===== src/hw/rtl/astok_pkg.sv =====
// Shared types and constants for the assembly source tokenizer.
`timescale 1ns / 1ps
package astok_pkg;

   localparam int MaxText = 32;
   localparam int LenW = 6;
   localparam int AddrW = 5;

   typedef enum logic [3:0] {
      MODE_NEUTRAL = 4'd0,
      MODE_IDENT   = 4'd1,
      MODE_STRING  = 4'd2,
      MODE_DEC     = 4'd3,
      MODE_HEX     = 4'd4,
      MODE_WS      = 4'd5,
      MODE_OTHER   = 4'd6,
      MODE_SEMI    = 4'd7,
      MODE_WS_SEMI = 4'd8,
      MODE_STR_ESC = 4'd9
   } mode_type;

   typedef enum logic [3:0] {
      TOK_NEWLINE = 4'd0,
      TOK_COMMA   = 4'd1,
      TOK_EQUAL   = 4'd2,
      TOK_IDENT   = 4'd3,
      TOK_STRING  = 4'd4,
      TOK_INTEGER = 4'd5,
      TOK_SPACE   = 4'd6,
      TOK_OTHER   = 4'd7,
      TOK_ERROR   = 4'd8
   } tok_kind_type;

   typedef enum logic [2:0] {
      ST_IDLE = 3'd0,
      ST_EVAL = 3'd1,
      ST_EMIT = 3'd2,
      ST_TEXT = 3'd3
   } state_type;

   // result of one evaluation pass of the lexer over the held item
   typedef struct packed {
      logic      emit;       // one simple token to put out
      logic      emit_text;  // stream buffered text
      logic      done;       // item consumed after this pass
      logic      run_end;    // no further result follows for this item
      tok_kind_type kind;
      logic [1:0] nl_kind;
   } status_type;

   typedef struct packed {
      logic load;      // capture the input item
      logic step;      // commit the evaluated pass
      logic text_adv;  // advance the text read pointer
      logic text_start;
   } command_type;

   typedef struct packed {
      logic [3:0]  token_kind;
      logic [1:0]  newline_kind;
      logic [15:0] line;
      logic [15:0] column;
      logic [31:0] int_value;
      logic [4:0]  register_number;
      logic [7:0]  text_byte;
      logic        text_valid;
      logic        text_truncated;
   } result_type;

endpackage


===== src/hw/rtl/astok_ctrl.sv =====
// Sequencer that steps the lexer passes and the text readout for one item.
`timescale 1ns / 1ps
module astok_ctrl (
   input  logic                     clock,
   input  logic                     reset,
   input  logic                     in_valid,
   output logic                     in_ready,
   input  astok_pkg::status_type    status,
   input  logic                     text_last,
   input  logic                     out_free,
   output logic                     out_load,
   output logic                     out_tok_last,
   output logic                     out_run_last,
   output astok_pkg::command_type   cmd
);

   astok_pkg::state_type state_ff, state_in;

   always_ff @(posedge clock) begin
      if (reset) begin
         state_ff <= astok_pkg::ST_IDLE;
      end else begin
         state_ff <= state_in;
      end
   end

   always_comb begin
      state_in = state_ff;
      unique case (state_ff)
         astok_pkg::ST_IDLE: begin
            if (in_valid) state_in = astok_pkg::ST_EVAL;
         end
         astok_pkg::ST_EVAL: begin
            if (status.emit_text) begin
               if (out_free) state_in = astok_pkg::ST_TEXT;
            end else if (status.emit) begin
               if (out_free && status.done) state_in = astok_pkg::ST_IDLE;
            end else if (status.done) begin
               state_in = astok_pkg::ST_IDLE;
            end
         end
         astok_pkg::ST_TEXT: begin
            if (out_free && text_last) begin
               state_in = status.done ? astok_pkg::ST_IDLE : astok_pkg::ST_EVAL;
            end
         end
         default: state_in = astok_pkg::ST_IDLE;
      endcase
   end

   always_comb begin
      in_ready     = 1'b0;
      out_load     = 1'b0;
      out_tok_last = 1'b0;
      out_run_last = 1'b0;
      cmd          = '0;
      unique case (state_ff)
         astok_pkg::ST_IDLE: begin
            in_ready = 1'b1;
            cmd.load = in_valid;
         end
         astok_pkg::ST_EVAL: begin
            if (status.emit_text) begin
               cmd.text_start = out_free;
            end else if (status.emit) begin
               out_load     = out_free;
               out_tok_last = 1'b1;
               out_run_last = status.run_end;
               cmd.step     = out_free;
            end else begin
               cmd.step = 1'b1;
            end
         end
         astok_pkg::ST_TEXT: begin
            out_load     = out_free;
            cmd.text_adv = out_free;
            out_tok_last = text_last;
            // the pass that emitted the text is committed on its last byte
            out_run_last = text_last && status.run_end;
            cmd.step     = out_free && text_last;
         end
         default: ;
      endcase
   end

endmodule


===== src/hw/rtl/astok_datapath.sv =====
// Lexer state, text buffer, number accumulator and result formatting.
`timescale 1ns / 1ps
module astok_datapath (
   input  logic                     clock,
   input  logic                     reset,
   input  astok_pkg::command_type   cmd,
   input  logic [7:0]               in_byte,
   input  logic                     in_end,
   input  logic [7:0]               in_next,
   input  logic                     in_next_end,
   output astok_pkg::status_type    status,
   output logic                     text_last,
   output astok_pkg::result_type    result
);

   logic [7:0]  c_ff, nb_ff;
   logic        eof_ff, neof_ff;
   astok_pkg::mode_type mode_ff, mode_in;
   logic [15:0] line_ff, line_in, col_ff, col_in, start_ff, start_in;
   logic [astok_pkg::LenW-1:0] len_ff, len_in, rd_ff;
   logic [31:0] mag_ff, mag_in;
   logic        neg_ff, neg_in, ovf_ff, ovf_in;
   logic [7:0]  store_mem [astok_pkg::MaxText];
   logic        wr_en;
   logic [7:0]  rd_data_ff;
   logic [7:0]  g0_ff, r1_ff, d2_ff, d3_ff;
   logic [4:0]  reg_num;
   logic [15:0] tok_col;
   logic        c_digit, c_alpha, c_space, c_hex, c_word;
   logic [3:0]  digit;
   logic [35:0] prod;
   logic [31:0] mag_sum;
   logic [31:0] int_val;
   logic [15:0] line_inc, col_inc;

   assign line_inc = (line_ff == 16'hFFFF) ? line_ff : line_ff + 16'd1;
   assign col_inc  = (col_ff == 16'hFFFF) ? col_ff : col_ff + 16'd1;
   assign c_digit  = (c_ff >= "0") && (c_ff <= "9");
   assign c_alpha  = ((c_ff >= "a") && (c_ff <= "z")) || ((c_ff >= "A") && (c_ff <= "Z"));
   assign c_space  = (c_ff == " ") || ((c_ff >= 8'd9) && (c_ff <= 8'd13));
   assign c_hex    = c_digit || ((c_ff >= "A") && (c_ff <= "F"));
   assign c_word   = (c_ff == "_") || (c_ff == "@") || c_alpha;
   assign digit    = c_digit ? c_ff[3:0] : 4'(c_ff - "A" + 8'd10);
   assign prod     = (mode_ff == astok_pkg::MODE_HEX) ? {mag_ff, 4'd0}
                   : ({4'd0, mag_ff} << 3) + ({4'd0, mag_ff} << 1);
   assign mag_sum  = (prod + 36'(digit) > 36'h80000000) ? 32'h80000000
                   : 32'(prod + 36'(digit));

   always_comb begin
      if (neg_ff) int_val = (mag_ff >= 32'h80000000) ? 32'h80000000 : 32'd0 - mag_ff;
      else        int_val = mag_ff[31] ? 32'h7FFFFFFF : mag_ff;
   end

   // one pass of the lexer
   always_comb begin
      status   = '0;
      status.kind = astok_pkg::TOK_NEWLINE;
      mode_in  = mode_ff;
      line_in  = line_ff;
      col_in   = col_ff;
      start_in = start_ff;
      len_in   = len_ff;
      mag_in   = mag_ff;
      neg_in   = neg_ff;
      ovf_in   = ovf_ff;
      wr_en    = 1'b0;
      tok_col  = start_ff;
      unique case (mode_ff)
         astok_pkg::MODE_NEUTRAL: begin
            tok_col = col_ff;
            start_in = col_ff;
            if (eof_ff || c_ff == 8'h0A) begin
               status.emit = 1'b1; status.done = 1'b1;
               line_in = line_inc; col_in = 16'd1;
            end else if (c_ff == "," || c_ff == "=") begin
               status.emit = 1'b1; status.done = 1'b1;
               status.kind = (c_ff == ",") ? astok_pkg::TOK_COMMA : astok_pkg::TOK_EQUAL;
               col_in = col_inc;
               start_in = start_ff;
            end else if (c_ff == ";" || c_ff == 8'h27 || c_ff == "#") begin
               mode_in = (c_ff == ";") ? astok_pkg::MODE_SEMI :
                         (c_ff == "#") ? astok_pkg::MODE_HEX : astok_pkg::MODE_STRING;
               len_in = '0; ovf_in = 1'b0; mag_in = '0; neg_in = 1'b0;
               col_in = col_inc; status.done = 1'b1;
            end else if (c_word) begin
               mode_in = astok_pkg::MODE_IDENT; len_in = '0; ovf_in = 1'b0;
            end else if (c_digit) begin
               mode_in = astok_pkg::MODE_DEC; mag_in = '0; neg_in = 1'b0;
            end else if (c_ff == "-" && !neof_ff && nb_ff >= "1" && nb_ff <= "9") begin
               mode_in = astok_pkg::MODE_DEC; mag_in = '0; neg_in = 1'b1;
               col_in = col_inc; status.done = 1'b1;
            end else begin
               mode_in = c_space ? astok_pkg::MODE_WS : astok_pkg::MODE_OTHER;
            end
         end
         astok_pkg::MODE_IDENT: begin
            if (!eof_ff && (c_word || c_digit)) begin
               wr_en = 1'b1; col_in = col_inc; status.done = 1'b1;
            end else begin
               status.emit_text = 1'b1; status.kind = astok_pkg::TOK_IDENT;
               len_in = '0; ovf_in = 1'b0; mode_in = astok_pkg::MODE_NEUTRAL;
            end
         end
         astok_pkg::MODE_STRING: begin
            status.done = 1'b1;
            if (eof_ff) begin
               status.emit = 1'b1; status.kind = astok_pkg::TOK_ERROR;
               tok_col = col_ff;
               mode_in = astok_pkg::MODE_NEUTRAL; line_in = 16'd1; col_in = 16'd1;
               start_in = 16'd1; len_in = '0; ovf_in = 1'b0; mag_in = '0; neg_in = 1'b0;
            end else if (c_ff == 8'h27 && !neof_ff && nb_ff == 8'h27) begin
               wr_en = 1'b1; col_in = col_inc; mode_in = astok_pkg::MODE_STR_ESC;
            end else if (c_ff == 8'h27) begin
               status.emit_text = 1'b1; status.kind = astok_pkg::TOK_STRING;
               len_in = '0; ovf_in = 1'b0; mode_in = astok_pkg::MODE_NEUTRAL;
               col_in = col_inc;
            end else begin
               wr_en = 1'b1; col_in = col_inc;
            end
         end
         astok_pkg::MODE_STR_ESC: begin
            col_in = col_inc; mode_in = astok_pkg::MODE_STRING; status.done = 1'b1;
         end
         astok_pkg::MODE_DEC, astok_pkg::MODE_HEX: begin
            if (!eof_ff && ((mode_ff == astok_pkg::MODE_DEC) ? c_digit : c_hex)) begin
               mag_in = mag_sum; col_in = col_inc; status.done = 1'b1;
            end else begin
               status.emit = 1'b1; status.kind = astok_pkg::TOK_INTEGER;
               mag_in = '0; neg_in = 1'b0; mode_in = astok_pkg::MODE_NEUTRAL;
            end
         end
         astok_pkg::MODE_WS: begin
            if (eof_ff || c_ff == 8'h0A) begin
               status.emit = 1'b1; status.done = 1'b1; status.nl_kind = 2'd1;
               line_in = line_inc; col_in = 16'd1; mode_in = astok_pkg::MODE_NEUTRAL;
            end else if (c_ff == ";" || c_space) begin
               if (c_ff == ";") mode_in = astok_pkg::MODE_WS_SEMI;
               col_in = col_inc; status.done = 1'b1;
            end else begin
               status.emit = 1'b1; status.kind = astok_pkg::TOK_SPACE;
               mode_in = astok_pkg::MODE_NEUTRAL;
            end
         end
         astok_pkg::MODE_OTHER, astok_pkg::MODE_SEMI, astok_pkg::MODE_WS_SEMI: begin
            if (eof_ff || c_ff == 8'h0A) begin
               status.emit = 1'b1; mode_in = astok_pkg::MODE_NEUTRAL;
               if (mode_ff == astok_pkg::MODE_OTHER) begin
                  status.kind = astok_pkg::TOK_OTHER;
               end else begin
                  status.nl_kind = (mode_ff == astok_pkg::MODE_SEMI) ? 2'd2 : 2'd3;
                  line_in = line_inc; col_in = 16'd1; status.done = 1'b1;
               end
            end else begin
               col_in = col_inc; status.done = 1'b1;
            end
         end
         default: mode_in = astok_pkg::MODE_NEUTRAL;
      endcase
      if (wr_en) begin
         if (len_ff < astok_pkg::LenW'(astok_pkg::MaxText)) len_in = len_ff + 1'b1;
         else ovf_in = 1'b1;
      end
      // a token that leaves the item pending is followed by a neutral pass, which
      // only puts out a result for end of text, newline, comma or equals
      status.run_end = status.done ||
                       !(eof_ff || c_ff == 8'h0A || c_ff == "," || c_ff == "=");
   end

   // text buffer and first-four-byte copy for register name matching
   always_ff @(posedge clock) begin
      if (cmd.step && wr_en && len_ff < astok_pkg::LenW'(astok_pkg::MaxText)) begin
         store_mem[len_ff[astok_pkg::AddrW-1:0]] <= c_ff;
         if (len_ff == 6'd0) g0_ff <= c_ff;
         if (len_ff == 6'd1) r1_ff <= c_ff;
         if (len_ff == 6'd2) d2_ff <= c_ff;
         if (len_ff == 6'd3) d3_ff <= c_ff;
      end
      // hold the read data while the result waits
      if (cmd.text_start) rd_data_ff <= store_mem[{astok_pkg::AddrW{1'b0}}];
      else if (cmd.text_adv) rd_data_ff <= store_mem[rd_ff[astok_pkg::AddrW-1:0]];
   end

   always_comb begin
      reg_num = 5'd16;
      if (!ovf_ff && g0_ff == "G" && r1_ff == "R") begin
         if (len_ff == 6'd3 && d2_ff >= "0" && d2_ff <= "9") reg_num = {1'b0, d2_ff[3:0]};
         else if (len_ff == 6'd4 && d2_ff == "1" && d3_ff >= "0" && d3_ff <= "5")
            reg_num = 5'd10 + {1'b0, d3_ff[3:0]};
      end
   end

   assign text_last = (len_ff == '0) || (rd_ff == len_ff);

   always_ff @(posedge clock) begin
      if (cmd.load) begin
         c_ff <= in_byte; eof_ff <= in_end; nb_ff <= in_next; neof_ff <= in_next_end;
      end
   end

   always_ff @(posedge clock) begin
      if (reset) begin
         mode_ff <= astok_pkg::MODE_NEUTRAL;
         line_ff <= 16'd1; col_ff <= 16'd1; start_ff <= 16'd1;
         len_ff <= '0; mag_ff <= '0; neg_ff <= 1'b0; ovf_ff <= 1'b0;
         rd_ff <= '0;
      end else begin
         if (cmd.step) begin
            mode_ff <= mode_in; line_ff <= line_in; col_ff <= col_in;
            start_ff <= start_in; len_ff <= len_in; mag_ff <= mag_in;
            neg_ff <= neg_in; ovf_ff <= ovf_in;
         end
         // read pointer runs one ahead of the registered read data
         if (cmd.text_start) rd_ff <= 6'd1;
         else if (cmd.text_adv) rd_ff <= rd_ff + 1'b1;
      end
   end

   always_comb begin
      result = '0;
      result.token_kind      = status.kind;
      result.newline_kind    = status.nl_kind;
      result.line            = line_ff;
      result.column          = tok_col;
      result.register_number = 5'd16;
      if (status.kind == astok_pkg::TOK_INTEGER) result.int_value = int_val;
      if (status.emit_text) begin
         result.text_truncated = ovf_ff;
         if (status.kind == astok_pkg::TOK_IDENT) result.register_number = reg_num;
         if (len_ff != '0) begin
            result.text_byte  = rd_data_ff;
            result.text_valid = 1'b1;
         end
      end
   end

endmodule


===== src/hw/rtl/assembly_source_tokenizer_unit.sv =====
// Top level of the assembly source tokenizer.
`timescale 1ns / 1ps
// Takes one source byte per item with a byte of lookahead and end-of-text
// flags, and streams tokens out one result at a time. An item is captured
// and then stepped through its lexer passes; a pass that ends an
// identifier or string then streams one result per text byte (read from
// the text buffer, one port), and an empty string puts out a single
// result. A new item is taken only once the last one is through. A
// result that waits on rsp_tready stalls the item. An output register holds
// the latest result.
module assembly_source_tokenizer_unit (
   input  logic        clock,
   input  logic        reset,
   input  logic        req_tvalid,
   output logic        req_tready,
   // byte_req[7:0], at_end[8], next_byte[16:9], next_at_end[17], zero fill
   input  logic [23:0] req_tdata,
   output logic        rsp_tvalid,
   input  logic        rsp_tready,
   // token_kind[3:0], newline_kind[5:4], line[21:6], column[37:22],
   // int_value[69:38], register_number[74:70], text_byte[82:75],
   // text_valid[83], text_truncated[84], zero fill
   output logic [87:0] rsp_tdata,
   // run_last
   output logic        rsp_tuser,
   // token_last
   output logic        rsp_tlast
);

   astok_pkg::status_type  status;
   astok_pkg::command_type cmd;
   astok_pkg::result_type  result;
   logic text_last, out_load, tok_last, run_last, out_free;
   logic valid_ff;
   logic [84:0] data_ff;
   logic tlast_ff, tuser_ff;

   assign out_free = !valid_ff || rsp_tready;

   astok_ctrl u_ctrl (
      .clock, .reset,
      .in_valid(req_tvalid), .in_ready(req_tready),
      .status, .text_last, .out_free, .out_load,
      .out_tok_last(tok_last), .out_run_last(run_last), .cmd
   );

   astok_datapath u_dp (
      .clock, .reset, .cmd,
      .in_byte(req_tdata[7:0]), .in_end(req_tdata[8]),
      .in_next(req_tdata[16:9]), .in_next_end(req_tdata[17]),
      .status, .text_last, .result
   );

   always_ff @(posedge clock) begin
      if (reset) begin
         valid_ff <= 1'b0;
      end else if (out_load) begin
         valid_ff <= 1'b1;
      end else if (rsp_tready) begin
         valid_ff <= 1'b0;
      end
   end

   always_ff @(posedge clock) begin
      if (out_load) begin
         data_ff  <= {result.text_truncated, result.text_valid, result.text_byte,
                      result.register_number, result.int_value, result.column,
                      result.line, result.newline_kind, result.token_kind};
         tlast_ff <= tok_last;
         tuser_ff <= run_last;
      end
   end

   assign rsp_tvalid = valid_ff;
   assign rsp_tdata  = {3'd0, data_ff};
   assign rsp_tlast  = tlast_ff;
   assign rsp_tuser  = tuser_ff;

endmodule


===== config.mk =====
export PLATFORM = sky130hd
export DESIGN_NAME = assembly_source_tokenizer_unit
export DESIGN_NICKNAME = d
export VERILOG_FILES = /design/src/hw/rtl/astok_pkg.sv /design/src/hw/rtl/astok_ctrl.sv /design/src/hw/rtl/astok_datapath.sv /design/src/hw/rtl/assembly_source_tokenizer_unit.sv
export SDC_FILE = /design/constraint.sdc
export NUM_CORES = 1
export LEC_CHECK = 0
export BUFFER_PORTS_ARGS = -buffer_cell sky130_fd_sc_hd__buf_2
export CORE_UTILIZATION = 60
export CTS_CLUSTER_DIAMETER = 100
export CTS_CLUSTER_SIZE = 24
export DETAILED_ROUTE_END_ITERATION = 8
export PLACE_DENSITY = 0.82
export REMOVE_ABC_BUFFERS = 1
export SETUP_SLACK_MARGIN = 0.4
export SLEW_MARGIN = 20
export SYNTH_ARGS = -nofsm -noshare
export SYNTH_HDL_FRONTEND = slang
export SYNTH_SLANG_ARGS = --single-unit

===== constraint.sdc =====
create_clock -name clock -period 10.5 [get_ports clock]
set_input_delay 2.1 -clock clock [delete_from_list [all_inputs] [get_ports clock]]
set_output_delay 2.1 -clock clock [all_outputs]
set_load 0.05 [all_outputs]

== After elaboration in Yosys (flattened, before gate mapping) ==
Memory sizes are Yosys's and may differ from the RTL's.
Index checks and enable logic that the tools add are counted.

* Flip-flop bits (word level): 247
* RAM bits: 256
* Memories kept: 1

{| class="wikitable"
|+ Memories
! memory !! words !! bits a word !! rd ports !! clocked after memory_dff !! wr ports !! RTL line !! source
|-
| u_dp.store_mem || 32 || 8 || 2 || 0 || 1 || astok_datapath.sv:23 || <nowiki>logic [7:0] store_mem [astok_pkg::MaxText];</nowiki>
|}

* Add/subtract/negate cells: 10
* $lt $le $gt $ge: 18
* Reductions and logical operators: 73
* Muxes and demuxes: 176
* Equality and inequality tests: 59

{| class="wikitable"
|+ Operator list
! cell !! count
|-
| 16-bit 2-to-1 mux || 22
|-
| 32-bit 2-to-1 mux || 11
|-
| 16-bit case mux with 7 select lines || 1
|-
| 32-bit case mux with 3 select lines || 1
|-
| 4-bit 2-to-1 mux || 22
|-
| 8-bit by 6-bit equality test with 1-bit output (second input constant) || 9
|-
| 1-bit 2-to-1 mux || 68
|-
| 6-bit 2-to-1 mux || 11
|-
| 16-bit case mux with 2 select lines || 2
|-
| 16-bit case mux with 3 select lines || 1
|-
| 35-bit by 33-bit adder with 36-bit output || 1
|-
| 36-bit by 4-bit adder with 36-bit output || 1
|-
| 36-bit by 32-bit greater-than comparator with 1-bit output (second input constant) || 1
|-
| 3-bit 2-to-1 mux || 12
|-
| 36-bit 2-to-1 mux || 1
|-
| 16-bit by 1-bit adder with 16-bit output (second input constant) || 2
|-
| 16-bit equality test (second input constant) || 2
|-
| 8-bit by 7-bit equality test with 1-bit output (second input constant) || 4
|-
| 32-bit >= comparator (second input constant) || 1
|-
| 8-bit by 6-bit >= comparator with 1-bit output (second input constant) || 4
|-
| 8-bit by 6-bit <= comparator with 1-bit output (second input constant) || 4
|-
| 1-bit by 32-bit subtractor with 32-bit output (first input constant) || 1
|-
| 31-bit 2-to-1 mux || 1
|-
| 4-bit case mux with 7 select lines || 1
|-
| 61 further kinds || 152
|}

== Longest topological paths before layout ==
* Depth in word-level cells: 16
* Gate-level depth with buffers: 21
* Mapped depth without buffers: 17

== Hierarchy ==
A second synthesis with hierarchy kept.

* Cells, all modules: 1,977
* Area total of the unflattened synthesis: 24,260.8 µm²

{| class="wikitable"
|+ Modules (own cells, without submodules)
! module !! times used !! cells an instance !! area each (µm²)
|-
| astok_datapath || 1 || 1,853 || 21,373.0
|-
| assembly_source_tokenizer_unit || 1 || 95 || 2,685.1
|-
| astok_ctrl || 1 || 29 || 202.7
|}

== Worst setup path after synthesis ==
OpenSTA, ideal clock, no wires.

* Path kind: register -> register
* Start: register u_dp.c_ff[1]
* End: register data_ff[0] (enable)
* Arrival: 8,412 ps
* Period minus slack after synthesis: 9,054 ps
* Library setup time: 642 ps
* Path slack: 1,446 ps
* Required time: 9,858 ps
* Cell stages (with the launch flop): 9
* Path through: edfxtp_1 > inv_1 > ha_1 > or4b_2 > a41oi_2 > a21oi_1 > nand3_1 > nor2_1 > nor3_1

* Word-level cells in the longest chain between the ends: 10
* Elaborated cells on any way between the ends: 51

{| class="wikitable"
|+ Ends and longest elaborated chain
! what !! RTL line !! source
|-
| start: declaration || astok_datapath.sv:16 || <nowiki>logic [7:0] c_ff, nb_ff;</nowiki>
|-
| start signal: assignment || astok_datapath.sv:196 || <nowiki>c_ff <= in_byte; eof_ff <= in_end; nb_ff <= in_next; neof_ff <= in_next_end;</nowiki>
|-
| 8-bit by 4-bit >= comparator with 1-bit output (tied with other cells) || astok_datapath.sv:40 || <nowiki>assign c_space = (c_ff == " ") || ((c_ff >= 8'd9) && (c_ff <= 8'd13));</nowiki>
|-
| 1-bit logical AND, on equally long branches || - ||
|-
| 1-bit logical OR, on equally long branches || astok_datapath.sv:40, astok_datapath.sv:39, astok_datapath.sv:41 ||
|-
| 1-bit logical OR (tied with other cells) || astok_datapath.sv:136 || <nowiki>end else if (c_ff == ";" || c_space) begin</nowiki>
|-
| 1-bit 2-to-1 mux (tied with other cells) || astok_datapath.sv:136 ||
|-
| 1-bit 2-to-1 mux (tied with other cells) || astok_datapath.sv:133 || <nowiki>if (eof_ff || c_ff == 8'h0A) begin</nowiki>
|-
| 1-bit case mux with 5 select lines / 1-bit 2-to-1 mux (equally long branches) || astok_datapath.sv:68, astok_datapath.sv:97 ||
|-
| 1-bit 2-to-1 mux / 1-bit case mux with 2 select lines (equally long branches) || astok_ctrl.sv:65, astok_datapath.sv:68 ||
|-
| 1-bit 2-to-1 mux * || astok_ctrl.sv:63 || <nowiki>if (status.emit_text) begin</nowiki>
|-
| 1-bit case mux with 2 select lines * || astok_ctrl.sv:57 || <nowiki>unique case (state_ff)</nowiki>
|-
| net out_load || assembly_source_tokenizer_unit.sv:33 || <nowiki>logic text_last, out_load, tok_last, run_last, out_free;</nowiki>
|-
| end signal: assignment || assembly_source_tokenizer_unit.sv:66 || <nowiki>data_ff <= {result.text_truncated, result.text_valid, result.text_byte,</nowiki>
|-
| end: declaration || assembly_source_tokenizer_unit.sv:35 || <nowiki>logic [84:0] data_ff;</nowiki>
|}

The timed path passes the listed nets; every way through them passes the cells marked *.
A chain may end at the register's enable or synchronous reset.

== Worst setup path in the final report ==
* Start: register u_dp.c_ff[0]
* End: register u_dp.mag_ff[5]

* Word-level cells in the longest chain between the ends: 11
* Elaborated cells on any way between the ends: 76

{| class="wikitable"
|+ Ends and longest elaborated chain
! what !! RTL line !! source
|-
| parallel branches: the longest is 11 deep, another holds 36-bit by 4-bit adder with 36-bit output || - ||
|-
| end signal: assignment || astok_datapath.sv:209 || <nowiki>start_ff <= start_in; len_ff <= len_in; mag_ff <= mag_in;</nowiki>
|-
| end: declaration || astok_datapath.sv:21 || <nowiki>logic [31:0] mag_ff, mag_in;</nowiki>
|}

Parallel ways; which one is timed is not known. The select of a mux whose other input is x is not followed.

==> impl_results.md <==
* Worst-path clk slew at 90 ps
* Hold-fix buffers, CTS at 0
* Actual slew at the worst max-slew pin at 1120 ps
* Setup crit end kind: register
* CTS Sinks at 502
* Worst Path Max Fanout at 43
* Drt first pass iters at 5
* Cells after synthesis at 1,982
* Post-CTS Setup Repair Bufs at 0
* Antenna Violating Nets Remaining at 0
* CP arrival at 6420 ps
* Number of I/O pins at 120
* Area delta synth->final at 6.634%
* Full die area at 41,680 um^2
* Via density at 6.446
* Internal at 2850 uW
* Hold Startpoint: u_dp.start_ff[4]
* DRT iter0 DRCs at 1,777
* Post-synth EDFFs at 401
* Met3 Wirelength at 3.710 mm
* Total number of vias at 16,560
* Commonest non-fill, non-tap cell in the layout: edfxtp_1
* Num CTS Buffers at 25
* Synth warnings at 0
* Final WS setup at 4594 ps
* Final setup fails at 0
* Minimum clock period at 5906 ps
* Register-to-register setup slack at 4590 ps
* Worst-case reg-to-reg path depth at 16
* Die height at 204.2 um
* Hold Path End: u_dp.start_ff[4]
* Drt drc at 0
* Synth cell types at 98
* Avg WL per Cell at 21.77 um
* Die Width at 204.2 um
* Final wirelength at 55.92 mm
* Antenna cell count at 0
* # port buffers at 110
* Maxcap violations at 0
* Uppermost routed layer: met4
* Seq cells post-synth at 502
* Initial core utilization at 61.29%
* R2R Path Start: u_dp.c_ff[0]
* Reg power frac at 57.4%
* Slew headroom at 25.22%
* Vias in the first global route at 16,012
* Share of cells above drive strength 1 at 15.12%
* Worst vdd ir at 0.1611 mV
* First-pass GRT wire length at 88.12 mm
* PostCTS Resize Cnt at 0
* CTS tree: built
* RSZ-0062 raised after global routing: no
* Final Hold Viols at 0
* Rows at 73
* Core footprint at 40,010 um^2
* Setup tns final at 0 ps
* F_max at 169.3 MHz
* Metal2 WL at 27.09 mm
* Sequential area share after synthesis at 57.36%
* CTS root buffer: clkbuf_16
* NetSw at 1101 uW
* Worst Hold Depth at 2
* HP Class: register to register
* Switching Share at 27.86%
* Antenna violations before repair at 0
* Period utilization at 56.25%
* Clock share of power at 27.3%
* Gr usage total at 26.93%
* Status: completed
* Nets@finish at 2,102
* H-tree levels at 1
* Final slew viol count at 0
* Power per cell area at 151.1 nW/um^2
* Required @ worst endpoint at 11,010 ps
* Cell Area, Synth at 24,520 um^2
* Place WS at 4774 ps
* LEAKAGE at 0.008722 uW
* WS Path Type: register to register
* Clk_lat worst skew at 610 ps
* Reg2Reg Capture Point: u_dp.mag_ff[5]
* Clock tree buffer depth at 3
* Syn Area/Cell at 12.37 um^2
* RePlAce Congestion at 0.9887
* Most frequent cells in the layout: edfxtp_1, nor2_1, nand2_1
* Logic pwr share at 15.3%
* Ys flop type: edfxtp_1
* HPWL after DPL at 37.65 mm
* GRT Residual Overflow at 0
* Largest net degree at the start of global routing at 68
* Ys async rst share at 0%
* CP Launch Type: register
* Worst Clk Skew at 46.63 ps
* WL met1 at 23.98 mm
cell usage after synthesis, types with 31 or more instances:
| cell type | instances | area (um^2) |
|---|---|---|
| nand3_1 | 59 | 295.3 |
| xor2_1 | 41 | 359.1 |
| a22o_1 | 31 | 271.5 |
| inv_1 | 33 | 123.9 |
| mux4_2 | 80 | 1802 |
| nor2_1 | 233 | 874.6 |
| xnor2_1 | 48 | 420.4 |
| nand4_1 | 36 | 225.2 |
| o21ai_0 | 53 | 265.3 |
| a21oi_1 | 108 | 540.5 |
| clkbuf_1 | 78 | 292.8 |
| nand2_1 | 135 | 506.7 |
| edfxtp_1 | 401 | 12040 |
| ha_1 | 47 | 588.1 |
| dfxtp_1 | 101 | 2022 |
critical path, stage by stage (launching register included):
cell and delay, ps:
edfxtp_1 330, buf_4 420, ha_1 390, o21bai_1 110, a21boi_2 470, nand2b_1 200
xor2_1 260, inv_1 80, ha_1 290, a21o_1 110, a21oi_1 170, nor4b_2 510
nand4_1 410, nor4_1 670, nand4_1 250, a31oi_4 870, a22o_1 260
registers in the layout (all words and copies together) (netlist names), 2 cells and up:
| register | count |
|---|---|
| u_dp.rd_ff | 6 |
| u_dp.store_mem | 256 |
| u_ctrl.state_ff | 2 |
| u_dp.start_ff | 16 |
| u_dp.rd_data_ff | 8 |
| data_ff | 85 |
| u_dp.g0_ff | 8 |
| u_dp.r1_ff | 8 |
| u_dp.c_ff | 8 |
| u_dp.mag_ff | 32 |
| u_dp.nb_ff | 8 |
| u_dp.d2_ff | 8 |
| u_dp.d3_ff | 8 |
| u_dp.len_ff | 6 |
| u_dp.col_ff | 16 |
| u_dp.mode_ff | 4 |
| u_dp.line_ff | 16 |
power groups by stage:
| stage | Combinational, uW | Clock (uW) | Sequential, uW |
|---|---|---|---|
| 2_1_floorplan | 264 | 0 | 2480 |
| 3_3_place_gp | 583 | 0 | 2310 |
| 3_5_place_dp | 598 | 0 | 2310 |
| 4_1_cts | 600 | 1090 | 2270 |
| 5_1_grt | 643 | 1160 | 2280 |
| 6_report | 603 | 1080 | 2270 |
final cells by class:
class | count | area, um^2
multi-input combinational | 1332 | 9847
inverter | 33 | 123.9
clock buffer | 42 | 689.4
clock inverter | 4 | 51.30
sequential | 502 | 14070
timing repair buffer | 131 | 708.2
tap | 525 | 656.9
fill | 2910 | 13860
logic make-up (layout without fill, tap and decap cells):
kind of cell	Yosys count	after routing	synth area share, %
adders and majority gates	49	49	2.562
DFF	502	502	57.36
xor gates and xnor gates	89	89	3.179
and+or+nand+nor	683	683	14.08
other	1	3	0.01529
buffers and inverters	150	210	2.648
muxes	130	130	9.507
AOI/OAI and AO/OA	378	378	10.65
stage by stage:
stage               total power [uW]  hold WS, ps  utilization [%]  instance area, um^2  instances
global route                    4077        466.0            65.36                26150       2569
floorplan                       2747        423.3                -                24000       1867
CTS                             3962        458.1            65.33                26140       2569
detailed placement              2912        445.1            63.48                25400       2523
finish                          3951        455.2            65.36                26150       2569
global placement                2895        434.9            63.46                25390       2523
worst max path at each step:
stage,slack (ps),startpoint,end
2_1_floorplan,1450,u_dp.c_ff[1],data_ff[0]
3_3_place_gp,5040,u_dp.c_ff[0],u_dp.mag_ff[20]
3_5_place_dp,4770,u_dp.c_ff[0],u_dp.mag_ff[21]
4_1_cts,4710,u_dp.c_ff[0],u_dp.mag_ff[21]
5_1_grt,4220,u_dp.c_ff[0],u_dp.mag_ff[21]
6_report,4590,u_dp.c_ff[0],u_dp.mag_ff[5]
metal layers:
layer  track usage (%)  vias to the layer above
met4             5.917                        0
met1             38.10                     8207
met5                 0                        -
met2             44.92                      657
li1                  -                     7624
met3             3.173                       72
(Power assumes the default switching activity.)
